### src/hw/rtl/ppt_pkg.sv
package ppt_pkg;

  typedef struct packed {
    logic              kind;
    logic [3:0]        ticker;
    logic              side;
    logic [1:0]        hedge_side;
    logic [30:0]       fill_qty;
    logic [30:0]       fill_price;
    logic signed [31:0] bid;
    logic signed [31:0] ask;
  } in_t;

  typedef struct packed {
    logic signed [63:0] net_position;
    logic signed [63:0] traded_volume;
    logic signed [63:0] realized;
    logic signed [63:0] unrealized;
    logic signed [63:0] total;
    logic [62:0]        long_quantity;
    logic signed [63:0] long_realized;
    logic signed [63:0] long_unrealized;
    logic [62:0]        short_quantity;
    logic signed [63:0] short_realized;
    logic signed [63:0] short_unrealized;
  } out_t;

  // One instrument slot's position record.
  typedef struct packed {
    logic [63:0] pos_net;
    logic [63:0] vol_sum;
    logic [63:0] open_cost_buy;
    logic [63:0] open_cost_sell;
    logic [63:0] long_qty;
    logic [63:0] long_basis;
    logic [63:0] short_qty;
    logic [63:0] short_cost;
    logic [63:0] long_real;
    logic [63:0] short_real;
    logic [63:0] long_unreal;
    logic [63:0] short_unreal;
    logic [63:0] net_unreal;
    logic [63:0] net_real;
    logic [63:0] total;
  } rec_t;

  localparam logic [1:0] HEDGE_LONG  = 2'd1;
  localparam logic [1:0] HEDGE_SHORT = 2'd2;
  localparam int         XLEN        = 64;

endpackage

### src/hw/rtl/ppt_alu.sv
module ppt_alu (
  input  logic        clk,
  input  logic        rst,
  input  logic        go,
  input  logic        is_div,
  input  logic [63:0] a,
  input  logic [63:0] b,
  output logic [63:0] res,
  output logic        done
);
  import ppt_pkg::*;

  logic        run;
  logic        div_mode;
  logic        neg;
  logic [6:0]  cnt;
  logic [63:0] x;
  logic [63:0] y;
  logic [63:0] acc;
  logic [64:0] rem_sh;
  logic [64:0] rem_diff;

  assign rem_sh   = {acc, x[63]};
  assign rem_diff = rem_sh - {1'b0, y};

  // Multiply is shift-and-add over the low 64 bits; divide is restoring
  // division on magnitudes with the sign applied at the end.
  always_ff @(posedge clk) begin
    if (rst) begin
      run  <= 1'b0;
      done <= 1'b0;
    end else begin
      done <= 1'b0;
      if (go && !run) begin
        div_mode <= is_div;
        neg      <= a[63] ^ b[63];
        acc      <= '0;
        cnt      <= '0;
        if (is_div && b == '0) begin
          res  <= '0;
          done <= 1'b1;
        end else if (is_div && b == '1) begin
          res  <= 64'd0 - a;
          done <= 1'b1;
        end else if (is_div) begin
          x   <= a[63] ? 64'd0 - a : a;
          y   <= b[63] ? 64'd0 - b : b;
          run <= 1'b1;
        end else begin
          x   <= a;
          y   <= b;
          run <= 1'b1;
        end
      end else if (run) begin
        if (cnt == 7'(XLEN)) begin
          run  <= 1'b0;
          done <= 1'b1;
          if (div_mode) begin
            res <= neg ? 64'd0 - x : x;
          end else begin
            res <= acc;
          end
        end else begin
          cnt <= cnt + 7'd1;
          if (div_mode) begin
            if (!rem_diff[64]) begin
              acc <= rem_diff[63:0];
              x   <= {x[62:0], 1'b1};
            end else begin
              acc <= rem_sh[63:0];
              x   <= {x[62:0], 1'b0};
            end
          end else begin
            if (x[0]) begin
              acc <= acc + y;
            end
            x <= {1'b0, x[63:1]};
            y <= {y[62:0], 1'b0};
          end
        end
      end
    end
  end

endmodule

### config.mk
export PLATFORM = sky130hd
export DESIGN_NAME = ppt_alu
export DESIGN_NICKNAME = d
export VERILOG_FILES = /design/src/hw/rtl/ppt_pkg.sv /design/src/hw/rtl/ppt_alu.sv
export SDC_FILE = /design/constraint.sdc
export NUM_CORES = 1
export LEC_CHECK = 0
export BUFFER_PORTS_ARGS = -buffer_cell sky130_fd_sc_hd__buf_2
export CAP_MARGIN = 15
export CORE_UTILIZATION = 60
export CTS_BUF_LIST = sky130_fd_sc_hd__clkbuf_8
export CTS_CLUSTER_DIAMETER = 120
export DETAILED_ROUTE_END_ITERATION = 10
export PLACE_DENSITY = 0.8
export REMOVE_ABC_BUFFERS = 1
export SLEW_MARGIN = 20
export SYNTH_ARGS = -nofsm -noshare
export SYNTH_HDL_FRONTEND = slang
export SYNTH_SLANG_ARGS = --single-unit
### constraint.sdc
create_clock -name clk -period 18.5 [get_ports clk]
set_input_delay 4.625 -clock clk [delete_from_list [all_inputs] [get_ports clk]]
set_output_delay 4.625 -clock clk [all_outputs]
set_load 0.05 [all_outputs]
==> out/results.ini, run 1 <==
[drt]
via_per_inst = 6.537
vias = 24330
drt-total-wl_um = 79590
wl_met2_um = 32670
drc = 0
wl_per_cell_um = 21.39
drt-met1-wl_um = 36010
top_layer_used = met4
dr.pass1.iters = 6
drtIter0Drc = 2733
met3_wirelength_um = 8929
antenna_left = 0

[timing]
rsz0062_at_grt = no
setup_viol = 0
tightestPinTransition_ps = 1141
fin_crit_sh_pct = 48.53
hold_violations = 0
max_freq_ghz = 0.1114
slew_viol_final = 0
slew_headroom_pct = 23.65
clock-skew-final_ps = 34.94
tns_ps = 0
min_period_ps = 8979

[worst_setup_path]
r2r_slack_ps = 13400
startpoint_type = input pin
cp-end-kind = register
max_stage_delay_ps = 640
required_ps = 18780
timing.rr.start = x[63]$_DFFE_PP_
cp_max_fo = 50
timing.rr.end = acc[57]$_SDFFCE_PP0P_
r2r_cells = 14
path_cells = buf_2 > inv_1 > ha_1 > or4b_1 > nor3_2 > nand4b_1 > or4_1 > or4_1 > buf_4 > a21oi_1 > nor2_1 > nor2_4 > buf_4
cp_data_arrival_time_ps = 9260
slowest_stage = buf_4
cp_top_family = simple AND/OR/NAND/NOR gates
cp_num_buf_inv = 4
worst-setup-path-type = in -> reg

[clocking]
htreeDepth = 2
clockBufferDepth = 3
clkLatencyLatePin_ps = 650
clk_pin_slew_ps = 60
root_buffer = clkbuf_8
cts_tree = done
cts_sinks = 267
cts_buffers = 47
cts_setup_buffers = 0
post_cts_resized = 0
holdBufCountCts = 0

[logic_synthesis]
synth_flop_cell = edfxtp_1
yosysSeqAreaShare_pct = 31.29
synth_top_area_share_pct = 31.14
async_flop_share_pct = 0
yosysTopAreaCell = edfxtp_1
yosys_warnings = 0
synth_area_um2 = 25560
synth_most_common_cell = nand2_1
synth_cells = 3069
synthTopCellsByArea = edfxtp_1 31%, ha_1 6.6%, xor2_1 6.4%
synth.avg_cell_area_um2 = 8.328
synth_commonest_cells = 334 x nand2_1, 313 x o21ai_0, 265 x edfxtp_1
ys_ff_latch = 267
synth_cell_type_count = 92
synth-edff-count = 265

[floorplan]
row_count = 75
die_h_um = 208.4
die_w_um = 208.4
dieArea_um2 = 43430
start_util_pct = 60.93
core-area_um2 = 41950
num_io_pins = 197

[final_layout]
area_growth_syn_to_layout_pct = 7.911
diodes = 0
final_area_um2 = 27580
drive_gt1_share_pct = 10.43
nets = 3417

[place]
placed_cell_area_um2 = 26700
place_congestion = 0.9823
dp_hpwl_um = 60460
port_buffers = 196

[global_routing]
grt_pass1_wl_um = 123800
grt_use_total_pct = 35.84
grt_pass1_vias = 22600
grt_start_max_net_pins = 225
grt_overflow = 0
grt_antenna_before_repair = 0

[worst_hold_path]
hp-class = reg -> reg
hp-start = cnt[0]$_SDFFCE_PP0P_
min_to = cnt[0]$_SDFFCE_PP0P_
min_path_cells = 1

[power_and_ir_drop]
leakagePower_nw = 11.02
p_per_area_nw_per_um2 = 77.65
max-vdd-ir-drop_v = 0.00005563

[run_status]
outcome = complete, no violations

[job]
maxCapViolCount = 0

==> layer usage <==
layer	up-vias	global-route usage [%]
met5	-	0
met4	0	10.24
met1	11430	53.82
li1	11480	-
met3	143	7.789
met2	1278	51.23
==> worst register-to-register path: stages (launching register included) <==
cell and delay [ps]:
edfxtp_1 330, inv_1 220, ha_1 310, fa_1 420, nand2b_1 200, a211oi_1 410
o21ai_0 310, nand4_1 310, a22oi_1 210, o21a_1 280, o311ai_4 300, buf_4 760
nor2b_1 120, a311oi_1 540, a211oi_1 100
==> layout by cell type, fill, tap and decap left out, types with 15 or more instances in the layout <==
cell type  count
o22ai_1       40
a21o_1        65
ha_1         134
buf_4         19
mux2i_1      117
o21a_1        21
inv_1        113
a211oi_1      30
o21bai_1      22
or3_1         26
o21ai_0      313
and2_1        16
clkinv_1      15
buf_2        196
o31ai_1       39
nand3_1       60
edfxtp_1     265
o211ai_1      19
nor4_1        26
or4_1         31
xnor2_1      170
nand4_1       60
xor2_1       186
clkbuf_8      48
a31oi_1       34
nor2b_1       23
nand2b_1      23
and3_1        15
nor2_1       213
nand2_1      334
or2_2         17
a21oi_1      243
nor3_1        60
==> registers in the layout, indices dropped and copies added (netlist names) <==
name,count
acc,64
res,64
x,64
y,64
cnt,7
div_mode,1
done,1
neg,1
run,1
==> final cells by class <==
cell class | instances | area (um^2)
fillers | 3525 | 14370
clock buffers | 48 | 660.6
clock inverters | 34 | 211.5
multi-input cells | 2510 | 16480
flip-flops and latches | 267 | 7998
well taps | 539 | 674.4
inverters | 106 | 397.9
repair buffers | 217 | 1155
==> worst max-delay path by stage <==
stage | start | to | slack (ps) | cells after the start
finish | b[0] | res[19]$_DFFE_PP_ | 9520 | 13
global route | b[0] | res[9]$_DFFE_PP_ | 9330 | 13
CTS | b[0] | res[19]$_DFFE_PP_ | 9600 | 13
detailed placement | b[0] | res[0]$_DFFE_PP_ | 8910 | 13
global placement | b[0] | res[0]$_DFFE_PP_ | 9170 | 13
floorplan | go | acc[0]$_SDFFCE_PP0P_ | 440 | 3
==> power by group <==
part	leakage (nW)	internal (W)	switching [W]
Sequential	2.51	0.000732	0.0000690
Clock	0.476	0.000270	0.000266
Combinational	8.04	0.000317	0.000488
Total	11.0	0.00132	0.000823
==> logic make-up after synthesis <==
logic type | share of synthesized area, %
compound gates | 22.27
xor+xnor | 12.20
fa+ha+maj | 6.717
buf+inv | 4.421
flops | 31.29
mux | 4.670
simple gates | 18.43
==> through the flow <==
step | hold slack, ps | setup slack [ps] | std cells | utilization [%] | total power [W]
floorplan | 552.3 | 443.7 | 2883 | - | 0.001382
global placement | 595.7 | 9165 | 3639 | 63.66 | 0.001572
detailed placement | 617.9 | 8908 | 3639 | 63.66 | 0.001587
CTS | 627.1 | 9600 | 3721 | 65.74 | 0.002120
global route | 657.2 | 9328 | 3721 | 65.75 | 0.002246
finish | 626.9 | 9521 | 3721 | 65.75 | 0.002142
No activity file was read; power rests on OpenSTA's default activity.
==> inputs of run 2 (changes only) <==
--- a/config.mk
+++ b/config.mk
@@ -7,7 +7,7 @@
 export LEC_CHECK = 0
 export BUFFER_PORTS_ARGS = -buffer_cell sky130_fd_sc_hd__buf_2
 export CAP_MARGIN = 15
-export CORE_UTILIZATION = 60
+export CORE_UTILIZATION = 58
 export CTS_BUF_LIST = sky130_fd_sc_hd__clkbuf_8
 export CTS_CLUSTER_DIAMETER = 120
 export DETAILED_ROUTE_END_ITERATION = 10
==> constraint.sdc (replaced) <==
create_clock -name clk -period 8 [get_ports clk]
set_input_delay 2 -clock clk [delete_from_list [all_inputs] [get_ports clk]]
set_output_delay 2 -clock clk [all_outputs]
set_load 0.05 [all_outputs]
==> out/results.ini, run 2 (synthesized netlist as in run 1, its figures left out) <==
[worst_setup_path]
cp_num_buf_inv = 5
startpoint_type = input pin
cp_max_fo = 65
slowest_stage = or4_1
max_stage_delay_ps = 570
required_ps = 8260
timing.rr.start = x[63]$_DFFE_PP_
worst-setup-path-type = in -> reg
cp-end-kind = register
crit_path_start = b[0]
cp_data_arrival_time_ps = 6530
path_cells = buf_2 > inv_1 > ha_1 > or4b_1 > nor3_2 > nand4b_1 > or4_1 > or4_1 > buf_4 > a21oi_1 > nor4_2 > buf_4 > and2_2 > buf_4
cp_top_family = simple AND/OR/NAND/NOR gates
crit_path_frequent_cell = buf_4

[clocking]
clockBufferDepth = 3
cts_sinks = 267
post_cts_resized = 0
htreeDepth = 2
holdBufCountCts = 0
cts_setup_buffers = 0
clkLatencyLatePin_ps = 650
root_buffer = clkbuf_8
cts_tree = done
clk_pin_slew_ps = 50
cts_buffers = 49

[drt]
wl_per_cell_um = 21.58
drc = 0
drtIter0Drc = 2730
dr.pass1.iters = 7
antenna_left = 0
via_per_inst = 6.496
vias = 24490
drt-total-wl_um = 81350

[power_and_ir_drop]
max-vdd-ir-drop_v = 0.0001173
p_per_area_nw_per_um2 = 181.9
leakagePower_nw = 11.09

[job]
maxCapViolCount = 0

[place]
port_buffers = 196
dp_hpwl_um = 62060
placed_cell_area_um2 = 26790
dp.cells = 3687
place_congestion = 0.9613

[timing]
setup_viol = 0
hold_violations = 0
tightestPinTransition_ps = 1031
max_freq_ghz = 0.1595
min_period_ps = 6269
slew_headroom_pct = 30.65
fin_crit_sh_pct = 78.37
clock-skew-final_ps = 45.70
rsz0062_at_grt = no
slew_viol_final = 0

[global_routing]
grt_pass1_vias = 22400
grt_pass1_wl_um = 124500
grt_use_total_pct = 35.57
grt_overflow = 0
grt_start_max_net_pins = 163
grt_antenna_before_repair = 1

[floorplan]
dieArea_um2 = 44910
die_w_um = 211.9
num_io_pins = 197
die_h_um = 211.9
row_count = 76
start_util_pct = 59.07
core-area_um2 = 43270

[final_layout]
diodes = 0
nets = 3421
mostFrequentLayoutCell = nand2_1
drive_gt1_share_pct = 10.58
final_area_um2 = 27730
mostFrequentLayoutCells = 333 x nand2_1, 313 x o21ai_0, 265 x edfxtp_1
area_growth_syn_to_layout_pct = 8.503
stdcell_count = 3770

[run_status]
outcome = complete, no violations

[worst_hold_path]
hp-class = reg -> reg
hp-start = y[49]$_DFFE_PP_

==> run 2: layout make-up <==
cell class | instances | area (um^2)
fill | 3777 | 15530
tap | 585 | 732.0
inverter | 106 | 397.9
clock buffer | 50 | 688.2
clock inverter | 33 | 247.7
timing repair buffer | 219 | 1179
multi-input combinational | 2510 | 16490
sequential | 267 | 7998
==> run 2: path summary, 6_finish.rpt <==
path,slack [ps],to,cells after the start
setup / recovery,1730,y[5]$_DFFE_PP_,14
hold / removal,630,y[50]$_DFFE_PP_,2
setup reg to reg,2680,acc[20]$_SDFFCE_PP0P_,15
hold reg to reg,630,y[50]$_DFFE_PP_,2
==> run 2: report_power, final <==
| group | internal, W | total (W) | switching [W] |
|---|---|---|---|
| combinational | 0.000732 | 0.00187 | 0.00113 |
| sequential | 0.00169 | 0.00186 | 0.000163 |
| clock | 0.000707 | 0.00132 | 0.000614 |
==> run 2: tightest hold or removal path: cells and delay by family, from the launching register on <==
kind,cells,cell delay [ps]
compound gates,1,60
flops,1,400
simple gates,1,60
==> run 2: routing by layer <==
metal	track usage, %	up-vias	share of wire (%)
li1	-	11490	-
met1	52.97	11560	45
met2	51.48	1277	41
met4	11.99	0	3.1
met3	6.186	158	10
met5	0	-	0
==> run 2: through the flow <==
stage / util, % / power, W / setup slack (ps) / hold slack (ps) / setup TNS, ps
2_1_floorplan: - / 0.003197 / -7431 / 552.3 / -1351780
3_3_place_gp: 61.93 / 0.003652 / 1270 / 598.0 / 0
3_5_place_dp: 61.93 / 0.003685 / 1074 / 614.1 / 0
4_1_cts: 64.09 / 0.005003 / 1730 / 630.2 / 0
5_1_grt: 64.09 / 0.005281 / 1440 / 678.9 / 0
6_report: 64.09 / 0.005043 / 1731 / 634.5 / 0
